**config.mk**
```make
export PLATFORM = sky130hd
export DESIGN_NAME = burst_light_frame_detector
export DESIGN_NICKNAME = d
export VERILOG_FILES = /design/src/sv/blfd_pkg.sv /design/src/sv/burst_light_frame_detector.sv /design/src/sv/blfd_front.sv /design/src/sv/blfd_queue.sv /design/src/sv/blfd_back.sv
export SDC_FILE = /design/constraint.sdc
export NUM_CORES = 1
export LEC_CHECK = 0
export BUFFER_PORTS_ARGS = -buffer_cell sky130_fd_sc_hd__buf_2
export CORE_MARGIN = 10
export CORE_UTILIZATION = 55
export CTS_BUF_LIST = sky130_fd_sc_hd__clkbuf_16
export CTS_CLUSTER_DIAMETER = 150
export DETAILED_ROUTE_END_ITERATION = 8
export PLACE_DENSITY_LB_ADDON = 0.2
export SETUP_SLACK_MARGIN = 0.4
export SKIP_CTS_REPAIR_TIMING = 1
export SLEW_MARGIN = 20
export SYNTH_ARGS = -nofsm -noshare
export SYNTH_HDL_FRONTEND = slang
export SYNTH_SLANG_ARGS = --single-unit
```
**constraint.sdc**
```tcl
create_clock -name clk -period 14.37 [get_ports clk]
set_input_delay 1.437 -clock clk [delete_from_list [all_inputs] [get_ports clk]]
set_output_delay 1.437 -clock clk [all_outputs]
set_load 0.01 [all_outputs]
```
**src/sv/blfd_pkg.sv**
```systemverilog
// Shared types and constants for the burst light frame detector.
// Used by every module of the block; depends on nothing.
package blfd_pkg;

    localparam int PIXEL_W   = 8;
    localparam int THRESH_W  = 7;
    localparam int RECOV_W   = 8;
    localparam int FIELD_W   = 22;
    localparam int STATUS_W  = 2;
    localparam int CFG_ADDR_W = 2;
    localparam int CFG_DATA_W = 8;

    localparam int QUEUE_DEPTH = 4;
    localparam int QPTR_W      = 2;
    localparam int QCNT_W      = 3;

    localparam int PCT_SCALE = 100;

    // Register indexes on the configuration port.
    localparam logic [CFG_ADDR_W-1:0] CFG_THRESHOLD  = 2'd0;
    localparam logic [CFG_ADDR_W-1:0] CFG_RECOVERY   = 2'd1;
    localparam logic [CFG_ADDR_W-1:0] CFG_FOREGROUND = 2'd2;

    localparam logic [THRESH_W-1:0] THRESHOLD_RESET  = 7'd30;
    localparam logic [RECOV_W-1:0]  RECOVERY_RESET   = 8'd40;
    localparam logic [PIXEL_W-1:0]  FOREGROUND_RESET = 8'd255;

    // Frame status codes.
    localparam logic [STATUS_W-1:0] ST_NORMAL     = 2'd0;
    localparam logic [STATUS_W-1:0] ST_BURST      = 2'd1;
    localparam logic [STATUS_W-1:0] ST_RECOV_START = 2'd2;
    localparam logic [STATUS_W-1:0] ST_RECOVERING = 2'd3;

    typedef struct packed {
        logic [THRESH_W-1:0] threshold;
        logic [RECOV_W-1:0]  recovery;
        logic [PIXEL_W-1:0]  foreground;
    } cfg_t;

    typedef struct packed {
        logic [FIELD_W-1:0]  pixel_count;
        logic [FIELD_W-1:0]  white_count;
        logic                suppressed;
        logic [STATUS_W-1:0] frame_status;
    } result_t;

endpackage

```
**src/sv/burst_light_frame_detector.sv**
```systemverilog
// Top level of the burst light frame detector: configuration registers and
// the front counter, frame queue and back decision stage.
// Depends on blfd_pkg, blfd_front, blfd_queue and blfd_back.
//
//   Channel  Direction  Contents
//   s_*      in         one mask pixel per item, s_tlast on the last pixel
//   m_*      out        one frame result per frame
//   cfg_*    in         register writes, index with data
//
// Pixels are taken at one per clock while s_tready is high. A frame result
// goes from the queue through stage A, where the test product is registered
// before the compare, into the output register, which drives m_*; an output
// register that is not free holds it back. Four finished frames can wait in
// the queue; s_tready falls only when all four are waiting. Reset clears the
// counters, flags and queue and loads the register defaults.
module burst_light_frame_detector
    import blfd_pkg::*;
#(
    parameter int COUNT_BITS = 22
)
(
    input  logic                  clk,
    input  logic                  rst_n,
    input  logic                  s_tvalid,
    output logic                  s_tready,
    input  logic [7:0]            s_tdata,   // [7:0] pixel
    input  logic                  s_tlast,   // last_of_frame
    output logic                  m_tvalid,
    input  logic                  m_tready,
    output logic [47:0]           m_tdata,   // [1:0] frame_status, [2] suppressed,
                                             // [24:3] white_count, [46:25] pixel_count
    input  logic                  cfg_we,
    input  logic [CFG_ADDR_W-1:0] cfg_addr,
    input  logic [CFG_DATA_W-1:0] cfg_wdata
);

    localparam int REC_W = 2 * COUNT_BITS;

    logic [THRESH_W-1:0] threshold_reg;
    logic [RECOV_W-1:0]  recovery_reg;
    logic [PIXEL_W-1:0]  foreground_reg;
    cfg_t                cfg;

    logic                s_accept;
    logic                push;
    logic [REC_W-1:0]    push_data;
    logic                pop;
    logic [REC_W-1:0]    pop_data;
    logic                q_empty;
    logic                q_full;
    result_t             res;

    always_ff @(posedge clk or negedge rst_n)
    begin
        if (!rst_n)
        begin
            threshold_reg  <= THRESHOLD_RESET;
            recovery_reg   <= RECOVERY_RESET;
            foreground_reg <= FOREGROUND_RESET;
        end
        else if (cfg_we)
        begin
            case (cfg_addr)
                CFG_THRESHOLD:  threshold_reg  <= cfg_wdata[THRESH_W-1:0];
                CFG_RECOVERY:   recovery_reg   <= cfg_wdata;
                CFG_FOREGROUND: foreground_reg <= cfg_wdata;
                default:        ;
            endcase
        end
    end

    assign cfg.threshold  = threshold_reg;
    assign cfg.recovery   = recovery_reg;
    assign cfg.foreground = foreground_reg;

    assign s_tready = !q_full;
    assign s_accept = s_tvalid && s_tready;

    blfd_front #(
        .COUNT_BITS (COUNT_BITS)
    ) u_front (
        .clk           (clk),
        .rst_n         (rst_n),
        .cfg           (cfg),
        .accept        (s_accept),
        .pixel         (s_tdata),
        .last_of_frame (s_tlast),
        .push          (push),
        .push_data     (push_data)
    );

    blfd_queue #(
        .WIDTH (REC_W)
    ) u_queue (
        .clk       (clk),
        .rst_n     (rst_n),
        .push      (push),
        .push_data (push_data),
        .pop       (pop),
        .pop_data  (pop_data),
        .empty     (q_empty),
        .full      (q_full)
    );

    blfd_back #(
        .COUNT_BITS (COUNT_BITS)
    ) u_back (
        .clk       (clk),
        .rst_n     (rst_n),
        .cfg       (cfg),
        .q_empty   (q_empty),
        .q_data    (pop_data),
        .q_pop     (pop),
        .res_valid (m_tvalid),
        .res_ready (m_tready),
        .res       (res)
    );

    assign m_tdata = {1'b0, res};

endmodule

```
**src/sv/blfd_front.sv**
```systemverilog
// Front part: accepts mask pixels and keeps saturating per-frame counts.
// On the last pixel of a frame it pushes both counts into the frame queue.
// Depends on blfd_pkg.
module blfd_front
    import blfd_pkg::*;
#(
    parameter int COUNT_BITS = 22
)
(
    input  logic                    clk,
    input  logic                    rst_n,
    input  cfg_t                    cfg,
    input  logic                    accept,
    input  logic [PIXEL_W-1:0]      pixel,
    input  logic                    last_of_frame,
    output logic                    push,
    output logic [2*COUNT_BITS-1:0] push_data
);

    logic [COUNT_BITS-1:0] fg_cnt_reg;
    logic [COUNT_BITS-1:0] fg_cnt_next;
    logic [COUNT_BITS-1:0] px_cnt_reg;
    logic [COUNT_BITS-1:0] px_cnt_next;
    logic [COUNT_BITS-1:0] px_inc;
    logic [COUNT_BITS-1:0] fg_inc;

    always_comb
    begin
        px_inc = (px_cnt_reg == {COUNT_BITS{1'b1}}) ? px_cnt_reg : px_cnt_reg + 1'b1;
        fg_inc = fg_cnt_reg;
        if (pixel == cfg.foreground && fg_cnt_reg != {COUNT_BITS{1'b1}})
        begin
            fg_inc = fg_cnt_reg + 1'b1;
        end
    end

    always_comb
    begin
        fg_cnt_next = fg_cnt_reg;
        px_cnt_next = px_cnt_reg;
        if (accept)
        begin
            if (last_of_frame)
            begin
                fg_cnt_next = '0;
                px_cnt_next = '0;
            end
            else
            begin
                fg_cnt_next = fg_inc;
                px_cnt_next = px_inc;
            end
        end
    end

    assign push      = accept && last_of_frame;
    assign push_data = {fg_inc, px_inc};

    always_ff @(posedge clk or negedge rst_n)
    begin
        if (!rst_n)
        begin
            fg_cnt_reg <= '0;
            px_cnt_reg <= '0;
        end
        else
        begin
            fg_cnt_reg <= fg_cnt_next;
            px_cnt_reg <= px_cnt_next;
        end
    end

endmodule

```
**src/sv/blfd_queue.sv**
```systemverilog
// Short queue of finished frame counts between the front and back parts.
// Depends on blfd_pkg for its depth.
module blfd_queue
    import blfd_pkg::*;
#(
    parameter int WIDTH = 44
)
(
    input  logic             clk,
    input  logic             rst_n,
    input  logic             push,
    input  logic [WIDTH-1:0] push_data,
    input  logic             pop,
    output logic [WIDTH-1:0] pop_data,
    output logic             empty,
    output logic             full
);

    logic [WIDTH-1:0]  slot_reg [QUEUE_DEPTH];
    logic [QPTR_W-1:0] wr_ptr_reg;
    logic [QPTR_W-1:0] wr_ptr_next;
    logic [QPTR_W-1:0] rd_ptr_reg;
    logic [QPTR_W-1:0] rd_ptr_next;
    logic [QCNT_W-1:0] count_reg;
    logic [QCNT_W-1:0] count_next;
    logic              do_push;
    logic              do_pop;

    assign empty   = (count_reg == '0);
    assign full    = (count_reg == QCNT_W'(QUEUE_DEPTH));
    assign do_push = push && !full;
    assign do_pop  = pop && !empty;
    assign pop_data = slot_reg[rd_ptr_reg];

    always_comb
    begin
        wr_ptr_next = do_push ? wr_ptr_reg + 1'b1 : wr_ptr_reg;
        rd_ptr_next = do_pop ? rd_ptr_reg + 1'b1 : rd_ptr_reg;
        count_next  = count_reg;
        if (do_push && !do_pop)
        begin
            count_next = count_reg + 1'b1;
        end
        else if (do_pop && !do_push)
        begin
            count_next = count_reg - 1'b1;
        end
    end

    always_ff @(posedge clk)
    begin
        if (do_push)
        begin
            slot_reg[wr_ptr_reg] <= push_data;
        end
    end

    always_ff @(posedge clk or negedge rst_n)
    begin
        if (!rst_n)
        begin
            wr_ptr_reg <= '0;
            rd_ptr_reg <= '0;
            count_reg  <= '0;
        end
        else
        begin
            wr_ptr_reg <= wr_ptr_next;
            rd_ptr_reg <= rd_ptr_next;
            count_reg  <= count_next;
        end
    end

endmodule

```
**src/sv/blfd_back.sv**
```systemverilog
// Back part: takes frame counts from the queue, runs the burst test and the
// recovery bookkeeping, and holds each frame result in the output register.
// Depends on blfd_pkg.
module blfd_back
    import blfd_pkg::*;
#(
    parameter int COUNT_BITS = 22
)
(
    input  logic                    clk,
    input  logic                    rst_n,
    input  cfg_t                    cfg,
    input  logic                    q_empty,
    input  logic [2*COUNT_BITS-1:0] q_data,
    output logic                    q_pop,
    output logic                    res_valid,
    input  logic                    res_ready,
    output result_t                 res
);

    localparam int PROD_W = COUNT_BITS + THRESH_W;

    // Stage A: products of the test, registered.
    logic                  a_valid_reg;
    logic                  a_valid_next;
    logic [PROD_W-1:0]     a_white_prod_reg;
    logic [PROD_W-1:0]     a_total_prod_reg;
    logic [COUNT_BITS-1:0] a_fg_reg;
    logic [COUNT_BITS-1:0] a_px_reg;
    logic                  a_adv;

    logic [COUNT_BITS-1:0] q_fg;
    logic [COUNT_BITS-1:0] q_px;

    // Frame state.
    logic                  burst_flag_reg;
    logic                  burst_flag_next;
    logic                  recov_flag_reg;
    logic                  recov_flag_next;
    logic [RECOV_W-1:0]    recov_left_reg;
    logic [RECOV_W-1:0]    recov_left_next;

    // Output register.
    logic                  out_valid_reg;
    logic                  out_valid_next;
    result_t               out_res_reg;
    result_t               out_res_next;

    logic [STATUS_W-1:0]   status;
    logic                  is_burst;
    logic [FIELD_W-1:0]    white_field;
    logic [FIELD_W-1:0]    pixel_field;

    assign q_fg  = q_data[2*COUNT_BITS-1:COUNT_BITS];
    assign q_px  = q_data[COUNT_BITS-1:0];
    assign a_adv = a_valid_reg && (!out_valid_reg || res_ready);
    assign q_pop = !q_empty && (!a_valid_reg || a_adv);

    generate
        if (COUNT_BITS >= FIELD_W)
        begin : g_field_trunc
            assign white_field = a_fg_reg[FIELD_W-1:0];
            assign pixel_field = a_px_reg[FIELD_W-1:0];
        end
        else
        begin : g_field_ext
            assign white_field = {{(FIELD_W-COUNT_BITS){1'b0}}, a_fg_reg};
            assign pixel_field = {{(FIELD_W-COUNT_BITS){1'b0}}, a_px_reg};
        end
    endgenerate

    always_comb
    begin
        a_valid_next = a_valid_reg;
        if (q_pop)
        begin
            a_valid_next = 1'b1;
        end
        else if (a_adv)
        begin
            a_valid_next = 1'b0;
        end
    end

    always_comb
    begin
        is_burst        = (a_white_prod_reg >= a_total_prod_reg);
        status          = ST_NORMAL;
        burst_flag_next = burst_flag_reg;
        recov_flag_next = recov_flag_reg;
        recov_left_next = recov_left_reg;
        if (is_burst)
        begin
            burst_flag_next = 1'b1;
            status          = ST_BURST;
        end
        else if (burst_flag_reg)
        begin
            burst_flag_next = 1'b0;
            recov_flag_next = 1'b1;
            recov_left_next = cfg.recovery;
            status          = ST_RECOV_START;
        end
        else if (recov_flag_reg)
        begin
            status = ST_RECOVERING;
            // A count of zero or one ends the recovery on this frame.
            if (recov_left_reg <= RECOV_W'(1))
            begin
                recov_left_next = '0;
                recov_flag_next = 1'b0;
            end
            else
            begin
                recov_left_next = recov_left_reg - 1'b1;
            end
        end
    end

    always_comb
    begin
        out_valid_next = out_valid_reg;
        out_res_next   = out_res_reg;
        if (a_adv)
        begin
            out_valid_next            = 1'b1;
            out_res_next.frame_status = status;
            out_res_next.suppressed   = burst_flag_next || recov_flag_next;
            out_res_next.white_count  = white_field;
            out_res_next.pixel_count  = pixel_field;
        end
        else if (res_ready)
        begin
            out_valid_next = 1'b0;
        end
    end

    assign res_valid = out_valid_reg;
    assign res       = out_res_reg;

    always_ff @(posedge clk)
    begin
        if (q_pop)
        begin
            a_white_prod_reg <= PROD_W'(q_fg) * PROD_W'(PCT_SCALE);
            a_total_prod_reg <= PROD_W'(cfg.threshold) * PROD_W'(q_px);
            a_fg_reg         <= q_fg;
            a_px_reg         <= q_px;
        end
        out_res_reg <= out_res_next;
    end

    always_ff @(posedge clk or negedge rst_n)
    begin
        if (!rst_n)
        begin
            a_valid_reg    <= 1'b0;
            out_valid_reg  <= 1'b0;
            burst_flag_reg <= 1'b0;
            recov_flag_reg <= 1'b0;
            recov_left_reg <= '0;
        end
        else
        begin
            a_valid_reg   <= a_valid_next;
            out_valid_reg <= out_valid_next;
            if (a_adv)
            begin
                burst_flag_reg <= burst_flag_next;
                recov_flag_reg <= recov_flag_next;
                recov_left_reg <= recov_left_next;
            end
        end
    end

endmodule
```
==> results.cfg, run 1 <==
[run_status]
outcome = finished clean

[finish]
finalNetCount = 2212
multi_input_area_um2 = 10400
final_cell_area_um2 = 25500
finalNonFillerCells = 2490
nFillCells = 3277
drive_above_1_share = 0.129
largest_reg_flops = 176
n_antenna_cell = 0
seq_area_um2 = 11800
area_growth_pct = 9.36

[setup_path]
crit_required_ps = 14700
critical_path.cell_chain = buf_4 > mux4_2 > and2_1 > fa_1 > fa_1 > fa_1 > inv_1 > fa_1 > inv_1 > ha_1 > a21oi_1 > o211ai_1 > o21bai_1 > nand2_1 > a21oi_1 > a21oi_1 > a311o_1 > a21oi_1 > xnor2_1
worstSetupEndpointType = flop
critPathMaxFanout = 30
cp-start-kind = flop
slowest_stage = dfrtp_2
critPathMaxStageDelay_ps = 730
cp.arrival_ps = 6980
worstSetupPathType = flop to flop

[grt]
gr-total-overflow = 0
antenna_found_initial = 0
grt_max_degree = 80
first_global_vias = 14300
grt_usage = 0.187
grt_pass1_wl_mm = 75.6

[sta]
fin_setup_tns_ps = 0
hold_viol = 0
maxSlewHeadroom = 0.294
worst_pin_slew_ps = 1060
grt_setup_unrepaired = no
maxSlewViolCount = 0
fin_crit_ps = 6650
period_share = 0.463
setup_viol = 0
skew_ps = 18.7
max_freq_mhz = 150

[cts]
cts_tree = yes
htree_levels = 2
cts_sinks = 406
cts_root_buf = clkbuf_16
cts_made_buffers = 43
clk_pin_slew_ps = 60
clock_latency_ps = 580
ctsLongestPathBuffers = 3

[synthesis]
ys_types = 76
synthArstFlopShare = 0.212
synth_top_flop_cell = edfxtp_1
netlist.area_leader.share = 0.412
syn_area_per_cell_um2 = 12.6
ys_warn_count = 0
syn_nets = 2140
yosysTopAreaCell = edfxtp_1
syn_area_um2 = 23300
syn_inst = 1846
seq_area_frac_synth = 0.505
synth_area_leaders = edfxtp_1 41%, fa_1 10%, ha_1 8.2%
synth_edf_count = 320
ys_ff_latch = 406

[floorplan]
pin_count = 74
std_cell_rows = 75
die_h_um = 226
die-width_um = 226
core_area_um2 = 41900
start_util = 0.556
die_area_um2 = 51000

[place]
finalWeightedCongestion = 0.819
dp_cells = 2412
port_buffers = 72
place_area_um2 = 24200
hpwl_mm = 32.8

[detailed_routing]
vias = 13900
drt_wl_total_mm = 46.3
antenna_left = 0
drcViolationCount = 0
drt_iter0_markers = 1000
drtPass1Iterations = 5
post_drt_wl_per_cell_um = 18.6
via_per_inst = 5.57

[run]
max_cap_violations = 0

[worst_hold_path]
hold_path.class = flop to flop
-- worst max-delay path, delay by kind of cell (launching register included) --
| family | cells | cell delay (ps) |
|---|---|---|
| muxes | 1 | 670 |
| and+or+nand+nor | 2 | 340 |
| adders and majority gates | 5 | 2440 |
| buffers and inverters | 3 | 690 |
| AOI/OAI and AO/OA | 7 | 1420 |
| xor gates and xnor gates | 1 | 70 |
| DFF | 1 | 730 |
-- cells in the final DEF (no fill, tap or decap), types with 10 or more instances in the layout --
master,n
o21ai_0,68
buf_4,11
xor2_1,32
nor2b_1,11
nand4_1,20
nand2_1,146
dfstp_2,14
a21oi_1,67
nor2_1,66
xnor2_1,64
nand2b_1,16
nand3_1,20
mux2i_1,23
ha_1,153
and3_1,10
mux2_2,24
clkbuf_16,43
and2_1,104
fa_1,117
a21o_1,20
dfrtp_1,70
inv_1,236
mux4_2,44
buf_2,71
clkinv_1,14
nor3_1,32
edfxtp_1,320
-- metal layers --
layer  up-vias  wire [µm]  part of all wire  GRT usage
li1       6572          -                 -          -
met1      6965      20800              0.45      0.253
met2       272      22600              0.49      0.311
met3        48       2160             0.047     0.0314
met4         0        737             0.016     0.0436
met5         -          0                 0          0
-- logic make-up (layout without fill, tap and decap cells) --
| logic type | after synthesis | in the layout | synth area share |
|---|---|---|---|
| AND/OR/NAND/NOR | 464 | 464 | 0.101 |
| AO/OA/AOI/OAI | 231 | 231 | 0.0620 |
| adder cells (fa/ha/maj) | 270 | 270 | 0.182 |
| flip-flops | 406 | 406 | 0.505 |
| multiplexers | 91 | 91 | 0.0639 |
| other | 1 | 1 | 0.000161 |
| buffers and inverters | 287 | 392 | 0.0490 |
| XOR/XNOR | 96 | 96 | 0.0360 |
-- stage by stage --
step            util  hold WS, ps  setup WS (ps)
2_1_floorplan      -          400           6570
3_3_place_gp   0.577          401           7770
3_5_place_dp   0.577          405           7650
4_1_cts        0.608          414           7660
5_1_grt        0.608          421           7280
6_report       0.608          412           7720
-- path summary, 6_finish.rpt --
check,endpoint,from,slack [ps],cells past startpoint
max,u_back.a_total_prod_reg[28]$_DFFE_PP_,u_queue.rd_ptr_reg[0]$_DFFE_PN0P_,7720,19
min,u_back.res[25]$_DFFE_PP_,u_back.a_px_reg[0]$_DFFE_PP_,410,0
max reg2reg,u_back.a_total_prod_reg[28]$_DFFE_PP_,u_queue.rd_ptr_reg[0]$_DFFE_PN0P_,7720,19
min reg2reg,u_back.res[25]$_DFFE_PP_,u_back.a_px_reg[0]$_DFFE_PP_,410,0
max in group asynchronous,u_queue.rd_ptr_reg[0]$_DFFE_PN0P_,rst_n,12440,2
min in group asynchronous,u_front.px_cnt_reg[8]$_DFFE_PN0P_,rst_n,860,1
-- synthesized netlist by cell type, types with 8 or more instances --
cell type / n
a21o_1: 20
mux2_2: 24
ha_1: 153
fa_1: 117
nand3_1: 20
a22o_1: 8
a21oi_1: 68
inv_1: 231
clkbuf_1: 37
nand2_1: 147
and2_1: 104
nor2_1: 66
mux4_2: 44
nor2b_1: 11
edfxtp_1: 320
and3_1: 14
o21ai_0: 68
o31ai_1: 8
nor3_1: 32
xor2_1: 32
nand4_1: 20
nand2b_1: 16
mux2i_1: 23
dfrtp_1: 72
xnor2_1: 64
dfstp_2: 14
-- layout make-up --
cell class,instances,share of cell area
multi-input cells,1153,0.409
flip-flops and latches,406,0.462
repair buffers,82,0.0172
well taps,539,0.0264
inverters,232,0.0342
clock inverters,35,0.00952
clock buffers,43,0.0422
Power of run 1 is left out: the tool's default activity adds up to more than one toggle a clock period on the data nets, which glitch-free logic cannot reach.
==> inputs of run 2 (changes only) <==
Clock period 14.37 ns to 5.35 ns, I/O delays scaled along.
==> run 2 against run 1 <==
  * The run now ends with hold timing, setup timing left
  * Hold slack worse by 440 ps
  * Global-route usage down 0.058 points
  * Cell count up 2.3%
  * Die area unchanged
  * Flip-flop and latch count unchanged
  * Clock skew down 3.4 ps
  * Core utilization up 2.0 points
  * Critical path depth down 1
  * Critical endpoint is now u_back.a_total_prod_reg[22]$_DFFE_PP_
  * Sequential share of layout area down 1.5 points
  * Register-to-register slack worse by 7800 ps
  * Via count up 1.6%
  * Worst setup slack worse by 7800 ps
==> results.cfg, run 2 (synthesized netlist as in run 1, its figures left out) <==
[setup_path]
worstSetupPathType = flop to flop
ff2ff_setup_slack_ps = -110
reg2reg_from = u_queue.rd_ptr_reg[0]$_DFFE_PN0P_
rr_worst_depth = 18
critical_path.cell_chain = buf_12 > mux4_2 > and2_4 > fa_1 > fa_1 > fa_1 > inv_2 > fa_1 > inv_2 > ha_4 > nand4_1 > o21bai_2 > nand2_2 > a211o_1 > a21o_1 > a21o_1 > a21oi_2 > xnor2_1
crit_required_ps = 5660
critPathMaxFanout = 10
worstReg2RegEnd = u_back.a_total_prod_reg[22]$_DFFE_PP_
critPathBufInv = 3
cp.arrival_ps = 5770
cp-start-kind = flop
worstSetupEndpointType = flop
path_common_cell = fa_1
crit_family = adder cells
slowest_stage = mux4_2
critPathMaxStageDelay_ps = 620

[sta]
setup_viol = 7
maxSlewHeadroom = 0.306
hold_viol = 19
period_share = 1.02
hold_slack_ps = -24.1
fin_crit_ps = 5460
max_freq_mhz = 183
grt_setup_unrepaired = yes
worst_pin_slew_ps = 1040
skew_ps = 15.3
maxSlewViolCount = 0
fin_setup_tns_ps = -382
setup_ws_ps = -112

[detailed_routing]
post_drt_wl_per_cell_um = 18.1
drt_iter0_markers = 1021
antenna_left = 0
drtPass1Iterations = 5
via_per_inst = 5.52
drt_wl_total_mm = 46.1
vias = 14100
drcViolationCount = 0

[cts]
clk_pin_slew_ps = 60
cts_root_buf = clkbuf_16
cts_made_buffers = 42
htree_levels = 2
clock_latency_ps = 570
cts_sinks = 406
cts_tree = yes
ctsLongestPathBuffers = 3

[floorplan]
die_h_um = 226
die_area_um2 = 51000
start_util = 0.556
std_cell_rows = 75
pin_count = 74
die-width_um = 226
core_area_um2 = 41900

[grt]
gr-total-overflow = 0
grt_pass1_wl_mm = 75.6
antenna_found_initial = 0
grt_max_degree = 82
first_global_vias = 14600
grt_usage = 0.187

[run_status]
failed_checks = hold timing, setup timing
outcome = finished with violations

[place]
hpwl_mm = 33.8
port_buffers = 72
finalWeightedCongestion = 0.855
pre_cts_ws_ps = -138

[finish]
drive_above_1_share = 0.186
n_antenna_cell = 0
layout_commonest_cell = edfxtp_1
largest_reg_flops = 176
area_growth_pct = 13.0
finalNetCount = 2271
layout_common_cells = 320 x edfxtp_1, 233 x inv_1, 145 x nand2_1

[run]
max_cap_violations = 0

[worst_hold_path]
hold_path.class = primary input to asynchronous set/reset pin
## run 2: cell types whose count changed in the layout (fill, tap and decap cells not counted), sizes merged
| cell | previous run | this run |
|---|---|---|
| inv | 242 | 244 |
| clkinv | 22 | 16 |
| clkinvlp | 1 | 2 |
| buf | 82 | 142 |
| bufinv | 2 | 4 |
| clkbuf | 43 | 42 |
## run 2: layer usage
layer,track usage,share of wire,wire length (µm),up-vias
li1,-,-,-,6687
met1,0.244,0.44,20300,7091
met2,0.315,0.49,22700,241
met3,0.0307,0.045,2090,53
met4,0.0542,0.019,871,0
met5,0,0,0,-
## run 2: worst max-delay path by stage
| stage | depth (start not counted) | to | from | slack (ps) |
|---|---|---|---|---|
| after detailed placement | 19 | u_back.a_total_prod_reg[22]$_DFFE_PP_ | u_queue.rd_ptr_reg[0]$_DFFE_PN0P_ | -140 |
| after global placement | 18 | u_back.a_total_prod_reg[22]$_DFFE_PP_ | u_queue.rd_ptr_reg[0]$_DFFE_PN0P_ | -40 |
| final | 18 | u_back.a_total_prod_reg[22]$_DFFE_PP_ | u_queue.rd_ptr_reg[0]$_DFFE_PN0P_ | -110 |
| after CTS | 19 | u_back.a_total_prod_reg[22]$_DFFE_PP_ | u_queue.rd_ptr_reg[0]$_DFFE_PN0P_ | -130 |
| after floorplan | 20 | u_back.a_total_prod_reg[22]$_DFFE_PP_ | u_queue.rd_ptr_reg[0]$_DFFE_PN0P_ | 150 |
| after global routing | 18 | u_back.a_total_prod_reg[25]$_DFFE_PP_ | u_queue.rd_ptr_reg[0]$_DFFE_PN0P_ | -320 |
## run 2: metrics by stage
stage	cell area [µm²]	std cells	utilization	hold slack [ps]
after floorplan	23700	1846	-	239
after CTS	26200	2541	0.626	-26.9
after global placement	24900	2465	0.594	401
after global routing	26400	2548	0.628	6.33
after detailed placement	24900	2465	0.594	405
final	26400	2548	0.628	-24.1
## run 2: cell type report
type	count	area [µm²]
Sequential cell	406	11800
Fill cell	3163	15600
Multi-Input combinational cell	1153	10800
Inverter	232	875
Clock inverter	34	274
Timing Repair Buffer	142	950
Tap cell	539	674
Clock buffer	42	1050
Power of run 2 is left out for the same reason.
==> inputs of run 3 (changes only) <==
Settings changed: PLACE_DENSITY_LB_ADDON 0.2 to 0.15.
==> run 3 against run 2 <==
  * The flow finishes with violations (setup timing)
  * Sequential share of layout area down 0.90 points
  * Global-route usage up 0.38 points
  * Non-clock buffer count up 38
  * Die area unchanged
  * Via count up 0.99%
  * Worst setup slack worse by 67 ps
  * Core utilization up 1.3 points
  * Critical path type unchanged
  * Critical endpoint unchanged
  * Largest cell class unchanged
  * Highest routed layer unchanged
==> results.cfg, run 3 (synthesized netlist as in run 1, its figures left out) <==
[cts]
cts_tree = yes
clk_pin_slew_ps = 60
ctsLongestPathBuffers = 3
htree_levels = 2
clock_latency_ps = 590
cts_sinks = 406
cts_root_buf = clkbuf_16
cts_made_buffers = 44

[detailed_routing]
antenna_left = 0
drcViolationCount = 0
drt_wl_total_mm = 47.2
post_drt_wl_per_cell_um = 18.2
drt_iter0_markers = 862
vias = 14200
via_per_inst = 5.49
drtPass1Iterations = 5

[grt]
use_met3 = 0.0323
first_global_vias = 14600
antenna_found_initial = 0
grt_usage = 0.190
grt_max_degree = 80
grt_busiest_layer = met2
grt_pass1_wl_mm = 76.7
gr-total-overflow = 0
grt_util_met1 = 0.259
use_met2 = 0.311

[worst_hold_path]
hold_path.class = primary input to flop
worstHoldStart = cfg_wdata[7]

[sta]
fin_setup_tns_ps = -661
worst_pin_slew_ps = 1080
maxSlewHeadroom = 0.279
skew_ps = 44.5
period_share = 1.03
fin_crit_ps = 5530
grt_setup_unrepaired = yes
max_freq_mhz = 181
setup_ws_ps = -179
maxSlewViolCount = 0
setup_viol = 8
hold_viol = 0

[setup_path]
critPathMaxFanout = 7
cp.arrival_ps = 5870
worstSetupPathType = flop to flop
cp-start-kind = flop
reg2reg_from = u_queue.rd_ptr_reg[0]$_DFFE_PN0P_
crit_required_ps = 5690
worstSetupEndpointType = flop
crit_start = u_queue.rd_ptr_reg[0]$_DFFE_PN0P_

[finish]
area_growth_pct = 15.3
layout_common_cells = 320 x edfxtp_1, 225 x inv_1, 144 x nand2_1
largest_reg_flops = 176
finish.utilization = 0.641
drive_above_1_share = 0.221
layout_commonest_cell = edfxtp_1
finalNonFillerCells = 2590
nFillCells = 3181
finalNetCount = 2311
n_antenna_cell = 0

[run]
max_cap_violations = 0

[floorplan]
die_area_um2 = 51000
die-width_um = 226
start_util = 0.556
std_cell_rows = 75
die_h_um = 226
core_area_um2 = 41900
pin_count = 74

[place]
finalWeightedCongestion = 0.850
pre_cts_ws_ps = -141
hpwl_mm = 33.7
dp_cells = 2469
port_buffers = 72

[run_status]
failed_checks = setup timing
outcome = finished with violations
run 3: changes by cell type in the layout (fill, tap and decap cells not counted), moves of 3 or more:
cell / before / now
buf_4: 66 / 90
and2_4: 19 / 30
and2_1: 86 / 75
bufinv_16: 4 / 1
clkinv_2: 2 / 6
clkinv_1: 12 / 9
inv_1: 233 / 225
a21oi_1: 55 / 50
a21oi_4: 1 / 5
buf_6: 1 / 12
inv_2: 7 / 18
run 3: routing by layer:
| layer | vias to the layer above | share of wire |
|---|---|---|
| li1 | 6773 | - |
| met1 | 7150 | 0.46 |
| met2 | 234 | 0.48 |
| met3 | 54 | 0.040 |
| met4 | 0 | 0.021 |
| met5 | - | 0 |
run 3: area by class of cell:
cell class / count / area (µm²) / area share
Timing Repair Buffer: 180 / 1290 / 0.0480
Multi-Input combinational cell: 1153 / 10900 / 0.407
Inverter: 232 / 873 / 0.0325
Clock buffer: 44 / 1100 / 0.0409
Clock inverter: 36 / 239 / 0.00888
Sequential cell: 406 / 11800 / 0.438
Tap cell: 539 / 674 / 0.0251
run 3: metrics by stage:
stage | hold slack (ps) | instance area (µm²)
finish | 229 | 26900
global route | 216 | 26900
CTS | -82.9 | 26300
detailed placement | 405 | 25000
global placement | 401 | 25000
floorplan | 239 | 23700
run 3: critical path, stage by stage (launching register included):
cell and delay [ps]:
dfrtp_2 440, buf_12 150, mux4_2 590, buf_6 160, and2_1 160, fa_1 600
fa_1 460, fa_1 510, inv_1 50, fa_1 490, inv_2 50, ha_4 250
a21oi_2 130, o21a_1 180, buf_4 140, nand2_2 70, a211o_1 300, a21o_1 170
a21o_1 170, a21oi_2 150, xnor2_1 70
run 3: worst paths after layout:
| check | end | slack [ps] | cells after the start |
|---|---|---|---|
| setup / recovery | u_back.a_total_prod_reg[22]$_DFFE_PP_ | -180 | 20 |
| hold / removal | recovery_reg[7]$_DFFE_PN0P_ | 230 | 2 |
| setup reg to reg | u_back.a_total_prod_reg[22]$_DFFE_PP_ | -180 | 20 |
| hold reg to reg | u_back.res[24]$_DFFE_PP_ | 410 | 0 |
| max in group asynchronous | u_queue.rd_ptr_reg[1]$_DFFE_PN0P_ | 3800 | 3 |
| min in group asynchronous | u_front.px_cnt_reg[14]$_DFFE_PN0P_ | 470 | 2 |
Power of run 3 is left out for the same reason.
